$ cat src/rtl/core/kwl_pkg.sv
// Keyword lexer package: token record, mode and kind codes, keyword table.
// Character class helpers and the parallel keyword match live here.
// No dependencies.
package kwl_pkg;

  localparam int WordDepth = 10;
  localparam int KwCount   = 33;

  typedef enum logic [9:0] {
    M_IDLE  = 10'b0000000001,
    M_WORD  = 10'b0000000010,
    M_NUM   = 10'b0000000100,
    M_STR   = 10'b0000001000,
    M_CHR   = 10'b0000010000,
    M_GT    = 10'b0000100000,
    M_LT    = 10'b0001000000,
    M_SLASH = 10'b0010000000,
    M_LCOM  = 10'b0100000000,
    M_BCOM  = 10'b1000000000
  } mode_e;

  localparam logic [5:0] K_EOF     = 6'd0;
  localparam logic [5:0] K_NUMBER  = 6'd1;
  localparam logic [5:0] K_IDENT   = 6'd2;
  localparam logic [5:0] K_STRING  = 6'd3;
  localparam logic [5:0] K_CHAR    = 6'd4;
  localparam logic [5:0] K_UNKNOWN = 6'd5;
  localparam logic [5:0] K_NONE    = 6'd0;
  localparam logic [5:0] K_STAR    = 6'd6;
  localparam logic [5:0] K_MOD     = 6'd7;
  localparam logic [5:0] K_TILDE   = 6'd8;
  localparam logic [5:0] K_CARET   = 6'd9;
  localparam logic [5:0] K_BSLASH  = 6'd10;
  localparam logic [5:0] K_ASSIGN  = 6'd11;
  localparam logic [5:0] K_PLUS    = 6'd12;
  localparam logic [5:0] K_MINUS   = 6'd13;
  localparam logic [5:0] K_AMP     = 6'd14;
  localparam logic [5:0] K_PIPE    = 6'd15;
  localparam logic [5:0] K_DOT     = 6'd16;
  localparam logic [5:0] K_GE      = 6'd17;
  localparam logic [5:0] K_SHR     = 6'd18;
  localparam logic [5:0] K_GT      = 6'd19;
  localparam logic [5:0] K_LE      = 6'd20;
  localparam logic [5:0] K_SHL     = 6'd21;
  localparam logic [5:0] K_LT      = 6'd22;
  localparam logic [5:0] K_DIV     = 6'd23;
  localparam logic [5:0] K_KW_BASE = 6'd24;

  typedef struct packed {
    logic [5:0]  kind;
    logic [15:0] line;
    logic [23:0] start;
    logic [15:0] len;
    logic        last;
  } token_t;

  // up to two tokens produced by one byte
  typedef struct packed {
    logic [1:0] count;
    token_t     tok0;
    token_t     tok1;
  } tok_pair_t;

  // keyword text, right-justified: char i of a length-L word at [(L-1-i)*8 +: 8]
  localparam logic [79:0] KW_TEXT [KwCount] = '{
    80'("while"), 80'("else"), 80'("if"), 80'("break"), 80'("true"),
    80'("false"), 80'("dup"), 80'("2dup"), 80'("swap"), 80'("2swap"),
    80'("roll"), 80'("over"), 80'("2over"), 80'("peek"), 80'("memory"),
    80'("write"), 80'("read"), 80'("store"), 80'("fetch"), 80'("rot"),
    80'("drop"), 80'("2drop"), 80'("end"), 80'("then"), 80'("not"),
    80'("systemcall"), 80'("ascii"), 80'("dump"), 80'("do"), 80'("define"),
    80'("include"), 80'("and"), 80'("or")
  };

  localparam logic [3:0] KW_LEN [KwCount] = '{
    4'd5, 4'd4, 4'd2, 4'd5, 4'd4, 4'd5, 4'd3, 4'd4, 4'd4, 4'd5, 4'd4,
    4'd4, 4'd5, 4'd4, 4'd6, 4'd5, 4'd4, 4'd5, 4'd5, 4'd3, 4'd4, 4'd5,
    4'd3, 4'd4, 4'd3, 4'd10, 4'd5, 4'd4, 4'd2, 4'd6, 4'd7, 4'd3, 4'd2
  };

  function automatic logic is_digit(logic [7:0] c);
    return (c >= 8'h30) && (c <= 8'h39);
  endfunction

  function automatic logic is_alpha(logic [7:0] c);
    return ((c >= 8'h61) && (c <= 8'h7a)) || ((c >= 8'h41) && (c <= 8'h5a));
  endfunction

  function automatic logic is_space(logic [7:0] c);
    return (c == 8'h20) || ((c >= 8'h09) && (c <= 8'h0d));
  endfunction

  function automatic logic [5:0] single_kind(logic [7:0] c);
    logic [5:0] k;
    case (c)
      8'h2a:   k = K_STAR;
      8'h25:   k = K_MOD;
      8'h7e:   k = K_TILDE;
      8'h5e:   k = K_CARET;
      8'h5c:   k = K_BSLASH;
      8'h3d:   k = K_ASSIGN;
      8'h2b:   k = K_PLUS;
      8'h2d:   k = K_MINUS;
      8'h26:   k = K_AMP;
      8'h7c:   k = K_PIPE;
      8'h2e:   k = K_DOT;
      default: k = K_NONE;
    endcase
    return k;
  endfunction

  // compare the word against every keyword at once
  function automatic logic [5:0] word_kind(logic [7:0] wbuf [WordDepth],
                                           logic [3:0] wlen, logic wlong);
    logic [5:0] k;
    logic       hit;
    k = K_IDENT;
    for (int e = KwCount - 1; e >= 0; e--) begin
      hit = (KW_LEN[e] == wlen);
      for (int i = 0; i < WordDepth; i++) begin
        if (i < int'(KW_LEN[e])) begin
          if (wbuf[i] != KW_TEXT[e][(int'(KW_LEN[e]) - 1 - i) * 8 +: 8]) begin
            hit = 1'b0;
          end
        end
      end
      if (hit) begin
        k = K_KW_BASE + 6'(e);
      end
    end
    if (wlong) begin
      k = K_IDENT;
    end
    return k;
  endfunction

endpackage

$ cat src/rtl/core/kwl_scan.sv
// Keyword lexer scan stage: scanner state registers and the per-byte step.
// Produces up to two tokens per accepted byte. Uses kwl_pkg.
module kwl_scan #(
  parameter int OFFSET_BITS = 24,
  parameter int LINE_BITS   = 16
) (
  input  logic                clk_i,
  input  logic                rst_ni,
  input  logic                accept_i,
  input  logic [7:0]          byte_i,
  output kwl_pkg::tok_pair_t  toks_o
);

  localparam logic [LINE_BITS-1:0]   LineMax = '1;
  localparam logic [OFFSET_BITS-1:0] OffMax  = '1;

  kwl_pkg::mode_e          mode_q, mode_d;
  logic [7:0]              wbuf_q [kwl_pkg::WordDepth];
  logic [7:0]              wbuf_d [kwl_pkg::WordDepth];
  logic [3:0]              wlen_q, wlen_d;
  logic                    wlong_q, wlong_d;
  logic                    star_q, star_d;
  logic [LINE_BITS-1:0]    line_q, line_d;
  logic [OFFSET_BITS-1:0]  off_q, off_d;
  logic [OFFSET_BITS-1:0]  tstart_q, tstart_d;
  logic [15:0]             tlen_q, tlen_d;

  function automatic kwl_pkg::token_t mk(logic [5:0] kind, logic [LINE_BITS-1:0] ln,
                                         logic [OFFSET_BITS-1:0] st, logic [15:0] len);
    logic [31:0] lw;
    logic [31:0] sw;
    kwl_pkg::token_t t;
    lw = 32'(ln);
    sw = 32'(st);
    t.kind  = kind;
    t.line  = lw[15:0];
    t.start = sw[23:0];
    t.len   = len;
    t.last  = 1'b0;
    return t;
  endfunction

  always_comb begin
    kwl_pkg::token_t t [2];
    logic [1:0] n;
    logic       do_begin;
    logic [5:0] k;
    logic [7:0] c;
    c        = byte_i;
    mode_d   = mode_q;
    wbuf_d   = wbuf_q;
    wlen_d   = wlen_q;
    wlong_d  = wlong_q;
    star_d   = star_q;
    line_d   = line_q;
    off_d    = off_q;
    tstart_d = tstart_q;
    tlen_d   = tlen_q;
    t[0]     = '0;
    t[1]     = '0;
    n        = 2'd0;
    do_begin = 1'b0;
    k        = kwl_pkg::K_NONE;

    if (c == 8'h00) begin
      k = kwl_pkg::K_NONE;
      case (mode_q)
        kwl_pkg::M_WORD:  k = kwl_pkg::word_kind(wbuf_q, wlen_q, wlong_q);
        kwl_pkg::M_NUM:   k = kwl_pkg::K_NUMBER;
        kwl_pkg::M_STR,
        kwl_pkg::M_CHR:   k = kwl_pkg::K_UNKNOWN;
        kwl_pkg::M_GT:    k = kwl_pkg::K_GT;
        kwl_pkg::M_LT:    k = kwl_pkg::K_LT;
        kwl_pkg::M_SLASH: k = kwl_pkg::K_DIV;
        default:          k = kwl_pkg::K_NONE;
      endcase
      if (k != kwl_pkg::K_NONE) begin
        t[0] = mk(k, line_q, tstart_q, tlen_q);
        n    = 2'd1;
      end
      t[n[0]] = mk(kwl_pkg::K_EOF, line_q, off_q, 16'd0);
      n       = n + 2'd1;
      // end of stream: back to reset state
      mode_d   = kwl_pkg::M_IDLE;
      wlen_d   = 4'd0;
      wlong_d  = 1'b0;
      star_d   = 1'b0;
      line_d   = LINE_BITS'(1);
      off_d    = '0;
      tstart_d = '0;
      tlen_d   = 16'd0;
    end else begin
      case (mode_q)
        kwl_pkg::M_WORD, kwl_pkg::M_NUM: begin
          if (kwl_pkg::is_digit(c) || kwl_pkg::is_alpha(c) ||
              (mode_q == kwl_pkg::M_WORD && c == 8'h5f)) begin
            if (wlen_q < 4'(kwl_pkg::WordDepth)) begin
              wbuf_d[wlen_q] = c;
              wlen_d = wlen_q + 4'd1;
            end else begin
              wlong_d = 1'b1;
            end
            if (tlen_q != 16'hffff) tlen_d = tlen_q + 16'd1;
            if (kwl_pkg::is_alpha(c)) mode_d = kwl_pkg::M_WORD;
          end else begin
            k = (mode_q == kwl_pkg::M_WORD) ? kwl_pkg::word_kind(wbuf_q, wlen_q, wlong_q)
                                             : kwl_pkg::K_NUMBER;
            t[0] = mk(k, line_q, tstart_q, tlen_q);
            n    = 2'd1;
            do_begin = 1'b1;
          end
        end
        kwl_pkg::M_STR, kwl_pkg::M_CHR: begin
          if (tlen_q != 16'hffff) tlen_d = tlen_q + 16'd1;
          if (c == 8'h0a && line_q != LineMax) line_d = line_q + LINE_BITS'(1);
          if (mode_q == kwl_pkg::M_STR && c == 8'h22) begin
            t[0] = mk(kwl_pkg::K_STRING, line_d, tstart_q, tlen_d);
            n    = 2'd1;
            mode_d = kwl_pkg::M_IDLE;
          end else if (mode_q == kwl_pkg::M_CHR && c == 8'h27) begin
            t[0] = mk(kwl_pkg::K_CHAR, line_d, tstart_q, tlen_d);
            n    = 2'd1;
            mode_d = kwl_pkg::M_IDLE;
          end
        end
        kwl_pkg::M_GT, kwl_pkg::M_LT: begin
          if (c == 8'h3d || (mode_q == kwl_pkg::M_GT && c == 8'h3e) ||
              (mode_q == kwl_pkg::M_LT && c == 8'h3c)) begin
            if (tlen_q != 16'hffff) tlen_d = tlen_q + 16'd1;
            if (mode_q == kwl_pkg::M_GT) begin
              k = (c == 8'h3d) ? kwl_pkg::K_GE : kwl_pkg::K_SHR;
            end else begin
              k = (c == 8'h3d) ? kwl_pkg::K_LE : kwl_pkg::K_SHL;
            end
            t[0] = mk(k, line_q, tstart_q, tlen_d);
            n    = 2'd1;
            mode_d = kwl_pkg::M_IDLE;
          end else begin
            k = (mode_q == kwl_pkg::M_GT) ? kwl_pkg::K_GT : kwl_pkg::K_LT;
            t[0] = mk(k, line_q, tstart_q, tlen_q);
            n    = 2'd1;
            do_begin = 1'b1;
          end
        end
        kwl_pkg::M_SLASH: begin
          if (c == 8'h2f) begin
            mode_d = kwl_pkg::M_LCOM;
          end else if (c == 8'h2a) begin
            mode_d = kwl_pkg::M_BCOM;
            star_d = 1'b0;
          end else begin
            t[0] = mk(kwl_pkg::K_DIV, line_q, tstart_q, tlen_q);
            n    = 2'd1;
            do_begin = 1'b1;
          end
        end
        kwl_pkg::M_LCOM: begin
          if (c == 8'h0a) begin
            if (line_q != LineMax) line_d = line_q + LINE_BITS'(1);
            mode_d = kwl_pkg::M_IDLE;
          end
        end
        kwl_pkg::M_BCOM: begin
          if (c == 8'h0a && line_q != LineMax) line_d = line_q + LINE_BITS'(1);
          if (star_q && c == 8'h2f) begin
            mode_d = kwl_pkg::M_IDLE;
            star_d = 1'b0;
          end else begin
            star_d = (c == 8'h2a);
          end
        end
        default: do_begin = 1'b1;
      endcase

      // start a fresh token with this byte
      if (do_begin) begin
        mode_d   = kwl_pkg::M_IDLE;
        tstart_d = off_q;
        tlen_d   = 16'd1;
        wlen_d   = 4'd0;
        wlong_d  = 1'b0;
        k        = kwl_pkg::single_kind(c);
        if (kwl_pkg::is_space(c)) begin
          if (c == 8'h0a && line_q != LineMax) line_d = line_q + LINE_BITS'(1);
        end else if (k != kwl_pkg::K_NONE) begin
          t[n[0]] = mk(k, line_q, off_q, 16'd1);
          n       = n + 2'd1;
        end else if (c == 8'h22) begin
          mode_d = kwl_pkg::M_STR;
        end else if (c == 8'h27) begin
          mode_d = kwl_pkg::M_CHR;
        end else if (c == 8'h3e) begin
          mode_d = kwl_pkg::M_GT;
        end else if (c == 8'h3c) begin
          mode_d = kwl_pkg::M_LT;
        end else if (c == 8'h2f) begin
          mode_d = kwl_pkg::M_SLASH;
        end else if (kwl_pkg::is_digit(c) || kwl_pkg::is_alpha(c) || c == 8'h5f) begin
          wbuf_d[0] = c;
          wlen_d    = 4'd1;
          mode_d    = kwl_pkg::is_digit(c) ? kwl_pkg::M_NUM : kwl_pkg::M_WORD;
        end else begin
          t[n[0]] = mk(kwl_pkg::K_UNKNOWN, line_q, off_q, 16'd1);
          n       = n + 2'd1;
        end
      end

      if (off_q != OffMax) off_d = off_q + OFFSET_BITS'(1);
    end

    if (n == 2'd1) t[0].last = 1'b1;
    if (n == 2'd2) t[1].last = 1'b1;
    toks_o.count = accept_i ? n : 2'd0;
    toks_o.tok0  = t[0];
    toks_o.tok1  = t[1];
  end

  always_ff @(posedge clk_i or negedge rst_ni) begin
    if (!rst_ni) begin
      mode_q   <= kwl_pkg::M_IDLE;
      wlen_q   <= 4'd0;
      wlong_q  <= 1'b0;
      star_q   <= 1'b0;
      line_q   <= LINE_BITS'(1);
      off_q    <= '0;
      tstart_q <= '0;
      tlen_q   <= 16'd0;
    end else if (accept_i) begin
      mode_q   <= mode_d;
      wlen_q   <= wlen_d;
      wlong_q  <= wlong_d;
      star_q   <= star_d;
      line_q   <= line_d;
      off_q    <= off_d;
      tstart_q <= tstart_d;
      tlen_q   <= tlen_d;
    end
  end

  always_ff @(posedge clk_i) begin
    if (accept_i) begin
      wbuf_q <= wbuf_d;
    end
  end

endmodule

$ cat src/rtl/core/kwl_tok_fifo.sv
// Keyword lexer token queue: four entries, takes up to two tokens a cycle,
// hands out one while not stalled. Uses kwl_pkg.
module kwl_tok_fifo (
  input  logic               clk_i,
  input  logic               rst_ni,
  input  kwl_pkg::tok_pair_t toks_i,
  output logic               room_o,
  output logic               valid_o,
  input  logic               stall_i,
  output kwl_pkg::token_t    tok_o
);

  kwl_pkg::token_t mem_q [4];
  logic [1:0] wr_q, wr_d;
  logic [1:0] rd_q, rd_d;
  logic [2:0] cnt_q, cnt_d;
  logic       pop;

  assign pop     = (cnt_q != 3'd0) && !stall_i;
  assign valid_o = (cnt_q != 3'd0);
  assign tok_o   = mem_q[rd_q];
  // need room for two tokens before taking a byte
  assign room_o  = (cnt_q < 3'd3);

  always_comb begin
    wr_d  = wr_q + toks_i.count;
    rd_d  = rd_q + {1'b0, pop};
    cnt_d = cnt_q + {1'b0, toks_i.count} - {2'b0, pop};
  end

  always_ff @(posedge clk_i or negedge rst_ni) begin
    if (!rst_ni) begin
      wr_q  <= 2'd0;
      rd_q  <= 2'd0;
      cnt_q <= 3'd0;
    end else begin
      wr_q  <= wr_d;
      rd_q  <= rd_d;
      cnt_q <= cnt_d;
    end
  end

  always_ff @(posedge clk_i) begin
    if (toks_i.count != 2'd0) mem_q[wr_q] <= toks_i.tok0;
    if (toks_i.count == 2'd2) mem_q[wr_q + 2'd1] <= toks_i.tok1;
  end

endmodule

$ cat src/rtl/core/keyword_lexer.sv
// Keyword lexer top level: scan stage feeding a token queue.
// Depends on kwl_pkg, kwl_scan and kwl_tok_fifo.
//
//   channel | valid      | stall       | payload
//   --------+------------+-------------+----------------------------------------
//   in      | in_valid_i | in_stall_o  | source_byte_i
//   out     | out_valid_o| out_stall_i | token_kind_o line_number_o
//           |            |             | start_offset_o token_length_o last_of_run_o
//
// One byte per cycle while in_stall_o is low; the scan step is combinational and
// its tokens are registered into the queue with the scan state as the accepting
// cycle ends. A byte that closes a token and opens a one-character token yields
// two words. The input stalls while the four-entry queue lacks room for two words.
// Reset returns to the idle scan state with line 1 and offset 0; so does a zero byte.
module keyword_lexer #(
  parameter int OFFSET_BITS = 24,
  parameter int LINE_BITS   = 16
) (
  input  logic        clk_i,
  input  logic        rst_ni,
  input  logic        in_valid_i,
  output logic        in_stall_o,
  input  logic [7:0]  source_byte_i,
  output logic        out_valid_o,
  input  logic        out_stall_i,
  output logic [5:0]  token_kind_o,
  output logic [15:0] line_number_o,
  output logic [23:0] start_offset_o,
  output logic [15:0] token_length_o,
  output logic        last_of_run_o
);

  kwl_pkg::tok_pair_t toks;
  kwl_pkg::token_t    head;
  logic               room;
  logic               accept;

  assign in_stall_o = !room;
  assign accept     = in_valid_i && room;

  kwl_scan #(
    .OFFSET_BITS(OFFSET_BITS),
    .LINE_BITS  (LINE_BITS)
  ) u_scan (
    .clk_i   (clk_i),
    .rst_ni  (rst_ni),
    .accept_i(accept),
    .byte_i  (source_byte_i),
    .toks_o  (toks)
  );

  kwl_tok_fifo u_fifo (
    .clk_i  (clk_i),
    .rst_ni (rst_ni),
    .toks_i (toks),
    .room_o (room),
    .valid_o(out_valid_o),
    .stall_i(out_stall_i),
    .tok_o  (head)
  );

  assign token_kind_o   = head.kind;
  assign line_number_o  = head.line;
  assign start_offset_o = head.start;
  assign token_length_o = head.len;
  assign last_of_run_o  = head.last;

endmodule
$ cat config.mk
export PLATFORM = sky130hd
export DESIGN_NAME = keyword_lexer
export DESIGN_NICKNAME = d
export VERILOG_FILES = /design/src/rtl/core/kwl_pkg.sv /design/src/rtl/core/kwl_scan.sv /design/src/rtl/core/kwl_tok_fifo.sv /design/src/rtl/core/keyword_lexer.sv
export SDC_FILE = /design/constraint.sdc
export NUM_CORES = 1
export LEC_CHECK = 0
export ABC_CLOCK_PERIOD_IN_PS = 20400
export BUFFER_PORTS_ARGS = -buffer_cell sky130_fd_sc_hd__buf_2
export CORE_MARGIN = 2
export CORE_UTILIZATION = 60
export CTS_CLUSTER_DIAMETER = 100
export DETAILED_ROUTE_END_ITERATION = 7
export PLACE_DENSITY_LB_ADDON = 0.12
export SETUP_SLACK_MARGIN = 0.02
export SYNTH_ARGS = -nofsm -noshare
export SYNTH_HDL_FRONTEND = slang
export SYNTH_HIERARCHICAL = 1
export SYNTH_SLANG_ARGS = --single-unit
$ cat constraint.sdc
create_clock -name clk_i -period 20.4 [get_ports clk_i]
set_clock_uncertainty 0.15 [all_clocks]
set_input_delay 2.04 -clock clk_i [delete_from_list [all_inputs] [get_ports clk_i]]
set_output_delay 2.04 -clock clk_i [all_outputs]
set_load 0.01 [all_outputs]
==> impl_results.md, run 1 <==
* Max Slew Vio Count at 0
* Worst Setup Slack post-DPL at 12770 ps
* Cts bufs inserted at 46
* Net switching power figure at 0.884 mW
* CP Buf/Inv Count at 5
* Maximum fanout count along the critical path at 64
* Pwr per Cell Area at 105 mW/mm^2
* Pin count of the biggest net entering global routing at 65
* Part of the total power dissipated in the clock network at 0.290
* NumNets Final at 2014
* Die outline area at 0.0418 sq mm
* Power share of the combinational group at 0.287
* Critical path startpoint category: input pin
* CTS tree: done
* Post-route DRC at 0
* Static Leak at 9.59 nW
* Fraction of power spent switching nets at 0.322
* Number of clock sinks at 435
* Total of cells resized after clock tree synthesis at 0
* EDFF count, synth at 332
* Final core occ at 0.659
* Boundary pin count at 77
* DP HPWL at 40200 um
* Initial antenna violation count at 0
* Internal Dissipation at ~1.9 mW
* Antenna cell count at 0
* Via count of the first global-routing pass at 16700
* RSZ-0062 raised after global routing: no
* Via density per instance at between 6 and 7
* Clock slew seen by the registers of the worst setup and hold paths at around 60 ps
* Seq/Total Area, Yosys at 0.521
* Detailed-router iteration count before antenna repair at 5
* Max-slew headroom at 0.165
* Hold path cells at 2
* GP Congestion at 0.998
* Final wirelength at 63400 um
* WP data required at 20450 ps
* Post-Route Setup TNS at 0 ps
* Predominant post-synthesis flop cell: sky130_fd_sc_hd__edfxtp_1
* Max rail drop VDD at 0.0000790 V
* Worst setup slack for register-to-register paths at ~14000 ps
* Top cell family by delay on the critical path: buffers and inverters
* Count of cell instances traversed by the critical path at 16
* Cell-by-cell listing of the critical path: buf_2, nor2b_1, nand4_1, a21oi_1, inv_1, and3_4, inv_1, ha_1, and3_1, o211ai_1, a21oi_1, nor2b_1, nand3_4, buf_4, o31ai_4, buf_4
* Number of buffers inserted by port buffering at 76
* First-pass GRT wire length at between 90000 and 100000 um
* Worst-path cell with the longest stage delay: sky130_fd_sc_hd__buf_4
* Signed area change from the synthesized netlist to the final layout at 8.65%
* Final routed wire length divided by cell count at 24.9 um
* Fraction of layout instances using a drive strength above 1 at 0.264
* Detailed-route via count at 17000
* Synthesis-stage register bit count at approximately 440
* Category of the most critical setup path: input pin to flip-flop
* Worst-Skew Late Latency at about 600 ps
* Synthesized area at 0.0241 sq mm
* Unique masters post-synth at approximately 110
* Non-filler instance count after layout at 2550
* Final critical-path share of the clock period at 0.352
* Die Span X at ~200 um
* Status: complete, no violations
* Cell count after placement at 2466
* Final critical-path required period at 7180 ps
* Grt total ovfl at 0
* Starting DRT DRC Count at ~1800
* Count of max-cap constraint violations at 0
* Number of buffers added to fix hold violations after cts at 0
* Max stage delay on crit path at 820 ps
* Buffer levels on the longest clock path at 3
* Number of levels in the clock H-tree at 2
* Synthesis Warnings at 6
* Endpoint kind of the worst setup timing path: flip-flop
* Number of nets with antenna violations after detailed routing at 0
* Tightest Pin Transition at 1250 ps
* Number of standard-cell rows in the floorplan at 73
* Setup violators final at 0
* Class of the tightest hold or removal check: flip-flop to flip-flop
* Combined global-route utilization of all metal layers at 0.309
* Post-synthesis instance total at 1953
* Post CTS Setup Buffer Count at 0
* Post-Synthesis Mean Instance Area at 12.3 sq um
* Root Driver: sky130_fd_sc_hd__clkbuf_16
* Synth async-reset ratio at 0.237
* Area of the core region at roughly 0.040 sq mm
* Setup WS post-layout at approximately 13000 ps
* Fmax at 139 MHz
* Overall Power at 2.74 mW
* Die outline height at 204 um
* Final count of hold timing violations at 0
* Starting density of the core at 0.607
* Flop pwr share at 0.423
* Worst reg-to-reg path cell count at 12
* Critical path arrival at 7230 ps
==> path summary, 6_finish.rpt <==
check                                    start             endpoint
setup / recovery              source_byte_i[1]  u_fifo/mem_q[0][29]
hold / removal             u_scan/tstart_q[23]  u_scan/tstart_q[23]
setup reg to reg              u_scan/mode_q[2]  u_fifo/mem_q[0][29]
hold reg to reg            u_scan/tstart_q[23]  u_scan/tstart_q[23]
max in group asynchronous               rst_ni       u_fifo/rd_q[0]
min in group asynchronous               rst_ni  u_scan/tstart_q[12]
==> worst register-to-register path, stage by stage (launching register included) <==
cell,delay [ps]
sky130_fd_sc_hd__dfrtp_1,480
sky130_fd_sc_hd__nor3_1,620
sky130_fd_sc_hd__nand4_1,460
sky130_fd_sc_hd__nor2_1,260
sky130_fd_sc_hd__a21o_1,320
sky130_fd_sc_hd__or2_1,470
sky130_fd_sc_hd__a21oi_2,140
sky130_fd_sc_hd__o41ai_2,750
sky130_fd_sc_hd__nor2b_1,250
sky130_fd_sc_hd__nand3_4,140
sky130_fd_sc_hd__buf_4,810
sky130_fd_sc_hd__o31ai_4,150
sky130_fd_sc_hd__buf_4,470
==> synth_stat cells (all sizes together), types with 7 or more instances <==
master	n	area (sq um)
a31oi	26	163
nand4	44	275
ha	12	150
nand2b	18	113
clkbuf	47	179
xnor2	10	87.6
a22o	28	245
a21o	9	67.6
buf	73	477
edfxtp	332	9970
nand2	153	574
and3	24	155
inv	29	109
nor4	30	230
nor2	130	510
a21oi	45	233
nor4bb	9	90.1
o31ai	19	170
nand3	65	330
and4	9	78.8
and4b	8	80.1
nor3	48	262
mux4	63	1420
o21ai	89	457
or3	16	105
xor2	18	158
dfrtp	101	2530
mux2	261	2970
nor2b	46	288
nor4b	15	153
and2	62	390
nand3b	7	52.6
==> layout make-up <==
class | count | area, sq um
well taps | 525 | 657
multi-input cells | 1383 | 10900
repair buffers | 93 | 510
flip-flops and latches | 435 | 12600
fillers | 2979 | 13500
clock inverters | 18 | 143
inverters | 30 | 113
clock buffers | 66 | 1300
==> kinds of logic (layout without fill, tap and decap cells) <==
kind of cell / after synthesis / in the layout / synth area share
simple gates: 724 / 724 / 0.167
xor+xnor: 28 / 28 / 0.0102
mux: 324 / 324 / 0.182
compound gates: 278 / 278 / 0.0807
fa+ha+maj: 13 / 13 / 0.00706
flops: 435 / 435 / 0.521
other cells: 1 / 16 / 0.000156
buf+inv: 150 / 207 / 0.0319
==> layout by cell type, fill, tap and decap left out, types with 28 or more instances in the layout <==
master	n
sky130_fd_sc_hd__nand2_1	153
sky130_fd_sc_hd__mux2_2	249
sky130_fd_sc_hd__inv_1	29
sky130_fd_sc_hd__nor3_1	45
sky130_fd_sc_hd__nand4_1	44
sky130_fd_sc_hd__buf_2	75
sky130_fd_sc_hd__o21ai_0	81
sky130_fd_sc_hd__nand3_1	63
sky130_fd_sc_hd__nor2_1	124
sky130_fd_sc_hd__dfrtp_1	99
sky130_fd_sc_hd__a22o_1	28
sky130_fd_sc_hd__edfxtp_1	332
sky130_fd_sc_hd__clkbuf_16	46
sky130_fd_sc_hd__mux4_2	63
sky130_fd_sc_hd__a21oi_1	42
sky130_fd_sc_hd__nor2b_1	44
sky130_fd_sc_hd__and2_1	61
==> metrics by stage <==
stage	hold WS, ps	instance area (sq um)
final	330	26200
after floorplan	298	24200
after detailed placement	318	24800
after global routing	360	26200
after CTS	330	26200
after global placement	313	24800
==> metal layers <==
metal,vias to the layer above,routed length (um),global-route usage
li1,7562,-,-
met1,8547,27700,0.452
met2,732,29500,0.485
met3,115,4720,0.0451
met4,0,1440,0.0862
met5,-,0,0
==> power groups by stage <==
stage,registers (mW),logic [mW],clock network [mW]
after floorplan,1.13,0.562,0
after global placement,1.17,0.778,0
after detailed placement,1.18,0.786,0
after CTS,1.16,0.790,0.809
after global routing,1.17,0.847,0.846
final,1.16,0.786,0.796
Power figures use the tool's default switching activity.
==> inputs of run 2 (changes only) <==
- ABC_CLOCK_PERIOD_IN_PS: 20400 -> 6180
- CORE_UTILIZATION: 60 -> 57
- clock period: 20.4 -> 6.18 ns (I/O delays scaled with it)
==> impl_results.md, run 2 (synthesized netlist as in run 1, its figures left out) <==
* Max Slew Vio Count at 0 (unchanged)
* Cell count after placement at 2501 (+1.4%)
* Detailed-route via count at 16900 (-0.29%)
* WP data required at 6360 ps (-14090 ps)
* Critical path arrival at 5390 ps (-1840 ps)
* Final routed wire length divided by cell count at 25.4 um (+2.2%)
* Final count of hold timing violations at 0 (unchanged)
* Die Span X at 210 um (+2.5%)
* Net switching power figure at 2.96 mW (+230%)
* Combined global-route utilization of all metal layers at 0.302 (-0.00661)
* Post CTS Setup Buffer Count at 0 (unchanged)
* Worst-path cell with the longest stage delay: sky130_fd_sc_hd__o41ai_2
* Via density per instance at 6.54 (-1.6%)
* Root Driver: sky130_fd_sc_hd__clkbuf_16
* Fraction of layout instances using a drive strength above 1 at 0.272 (+0.00769)
* Smallest hold slack at 240 ps (-90.5 ps)
* Min-Delay Startpoint: out_stall_i
* Detailed-router iteration count before antenna repair at 5 (unchanged)
* Grt total ovfl at 0 (unchanged)
* Post-Route Setup TNS at 0 ps (unchanged)
* Clock slew seen by the registers of the worst setup and hold paths at 60 ps (about the same)
* Number of levels in the clock H-tree at 2 (unchanged)
* Number of buffers inserted by port buffering at 76 (unchanged)
* Max stage delay on crit path at 820 ps (about the same)
* Part of the total power dissipated in the clock network at 0.298 (+0.008)
* Critical path startpoint category: flip-flop
* Category of the most critical setup path: flip-flop to flip-flop
* Non-filler instance count after layout at 2584 (+1.3%)
* Buffer levels on the longest clock path at 3 (unchanged)
* Boundary pin count at 77 (unchanged)
* Fraction of power spent switching nets at 0.321 (-0.00109)
* Count of max-cap constraint violations at 0 (unchanged)
* Max rail drop VDD at 0.000241 V (+200%)
* Fmax at roughly 190 MHz
* Endpoint kind of the worst setup timing path: flip-flop
* CTS tree: done
* Initial antenna violation count at 1 (+1)
* Area of the core region at 0.0419 sq mm (+5.3%)
* Number of nets with antenna violations after detailed routing at 0 (unchanged)
* Setup crit start: u_scan/mode_q[2]
* Tightest Pin Transition at 1180 ps (-75.2 ps)
* Number of clock sinks at 435 (unchanged)
* Via count of the first global-routing pass at 16900 (+1.2%)
* Max-slew headroom at 0.205 (+0.0395)
* Final wirelength at 65700 um (+3.6%)
* DP HPWL at 43600 um (+8.3%)
* Die outline height at 210 um (+2.5%)
* Die outline area at 0.0439 sq mm (+5.2%)
* Static Leak at 9.75 nW (+1.7%)
* Starting density of the core at 0.576 (-0.0307)
* Worst-Skew Late Latency at 590 ps (about the same)
* Flop pwr share at 0.418 (-0.005)
* Pwr per Cell Area at 348 mW/mm^2 (+230%)
* Commonest non-fill, non-tap cells in the layout: 332 x sky130_fd_sc_hd__edfxtp_1, 249 x sky130_fd_sc_hd__mux2_2, 153 x sky130_fd_sc_hd__nand2_1, 124 x sky130_fd_sc_hd__nor2_1, 99 x sky130_fd_sc_hd__dfrtp_1
* RSZ-0062 raised after global routing: no
* R2R Path Start: u_scan/mode_q[2]
* GP Congestion at 0.986 (-1.2%)
* Setup violators final at 0 (unchanged)
* Final critical-path required period at 5210 ps
* Final critical-path share of the clock period at 0.844
* Class of the tightest hold or removal check: input pin to flip-flop
* Number of standard-cell rows in the floorplan at 75 (+2.7%)
* Cell-by-cell listing of the critical path: nor3_1, and4_1, a21oi_1, nand2_1, and3_4, inv_1, ha_1, nor3_1, o41ai_2, nor2b_1, nand3_4, buf_12, mux2_2
* Post-route DRC at 0 (unchanged)
* Total of cells resized after clock tree synthesis at 0 (unchanged)
* Cts bufs inserted at 46 (unchanged)
* Internal Dissipation at 6.25 mW (+240%)
* NumNets Final at 2036 (+1.1%)
* Signed area change from the synthesized netlist to the final layout at 9.93%
* First-pass GRT wire length at 101000 um (+2.2%)
* Maximum fanout count along the critical path at 48 (-25%)
* Status: complete, no violations
* Starting DRT DRC Count at 1731 (-6.3%)
* Commonest non-fill, non-tap cell in the layout: sky130_fd_sc_hd__edfxtp_1
* Antenna cell count at 0 (unchanged)
* CP dominant cell by count: sky130_fd_sc_hd__nor3_1
* Pin count of the biggest net entering global routing at 72 (+11%)
* Power share of the combinational group at 0.285 (-0.002)
==> run 2: changes by cell type in the layout (fill, tap and decap cells not counted), moves of 2 or more <==
cell / before / now
sky130_fd_sc_hd__clkinv_2: 6 / 8
sky130_fd_sc_hd__buf_4: 18 / 32
sky130_fd_sc_hd__clkbuf_8: 7 / 1
sky130_fd_sc_hd__bufinv_16: 1 / 5
sky130_fd_sc_hd__clkbuf_1: 13 / 9
sky130_fd_sc_hd__buf_12: 0 / 7
==> run 2: area by class of cell <==
class | count | area, sq um
Inverter | 30 | 113
Timing Repair Buffer | 115 | 766
Tap cell | 539 | 674
Fill cell | 3233 | 15400
Clock buffer | 56 | 1200
Sequential cell | 435 | 12600
Multi-Input combinational cell | 1383 | 10900
Clock inverter | 26 | 283
==> run 2: critical path: cells and delay by family (launching register included) <==
kind	cells	cell delay, ps
and+or+nand+nor	7	2150
DFF	1	480
buffers and inverters	2	430
AOI/OAI and AO/OA	2	970
muxes	1	380
adders and majority gates	1	310
==> run 2: what timing repair did <==
item | 4_1_cts | 5_1_grt
hold buffers | 1 | 0
setup endpoints to repair | 0 | 0
hold endpoints to repair | 31 | 0
==> run 2: final timing paths <==
path	slack (ps)	cells after the start	to
worst max-delay path	970	13	u_fifo/mem_q[0][35]
worst min-delay path	240	3	u_fifo/rd_q[1]
worst max register to register	970	13	u_fifo/mem_q[0][35]
worst min register to register	330	2	u_scan/tstart_q[1]
max in group asynchronous	4090	3	u_scan/wlen_q[2]
min in group asynchronous	420	2	u_scan/tlen_q[9]
==> run 2: power by group through the flow <==
| stage | Sequential (mW) | Clock [mW] | Combinational [mW] |
|---|---|---|---|
| after floorplan | 3.73 | 0 | 1.86 |
| after CTS | 3.85 | 2.79 | 2.63 |
| after global routing | 3.89 | 2.90 | 2.81 |
| after detailed placement | 3.91 | 0 | 2.62 |
| after global placement | 3.89 | 0 | 2.59 |
| final | 3.85 | 2.74 | 2.62 |
==> run 2: per-layer routing <==
metal,share of wire,track usage,wire [um]
met5,0,0,0
met4,0.025,0.0905,1640
met3,0.069,0.0515,4530
met2,0.46,0.472,30300
met1,0.45,0.438,29300
==> run 2: through the flow <==
| stage | util | instance area, sq um | total power [mW] | setup WS (ps) |
|---|---|---|---|---|
| global placement | 0.597 | 25000 | 6.48 | 836 |
| detailed placement | 0.597 | 25000 | 6.53 | 714 |
| global route | 0.633 | 26500 | 9.61 | 614 |
| floorplan | - | 24200 | 5.59 | 569 |
| finish | 0.633 | 26500 | 9.21 | 966 |
| CTS | 0.633 | 26500 | 9.27 | 1070 |
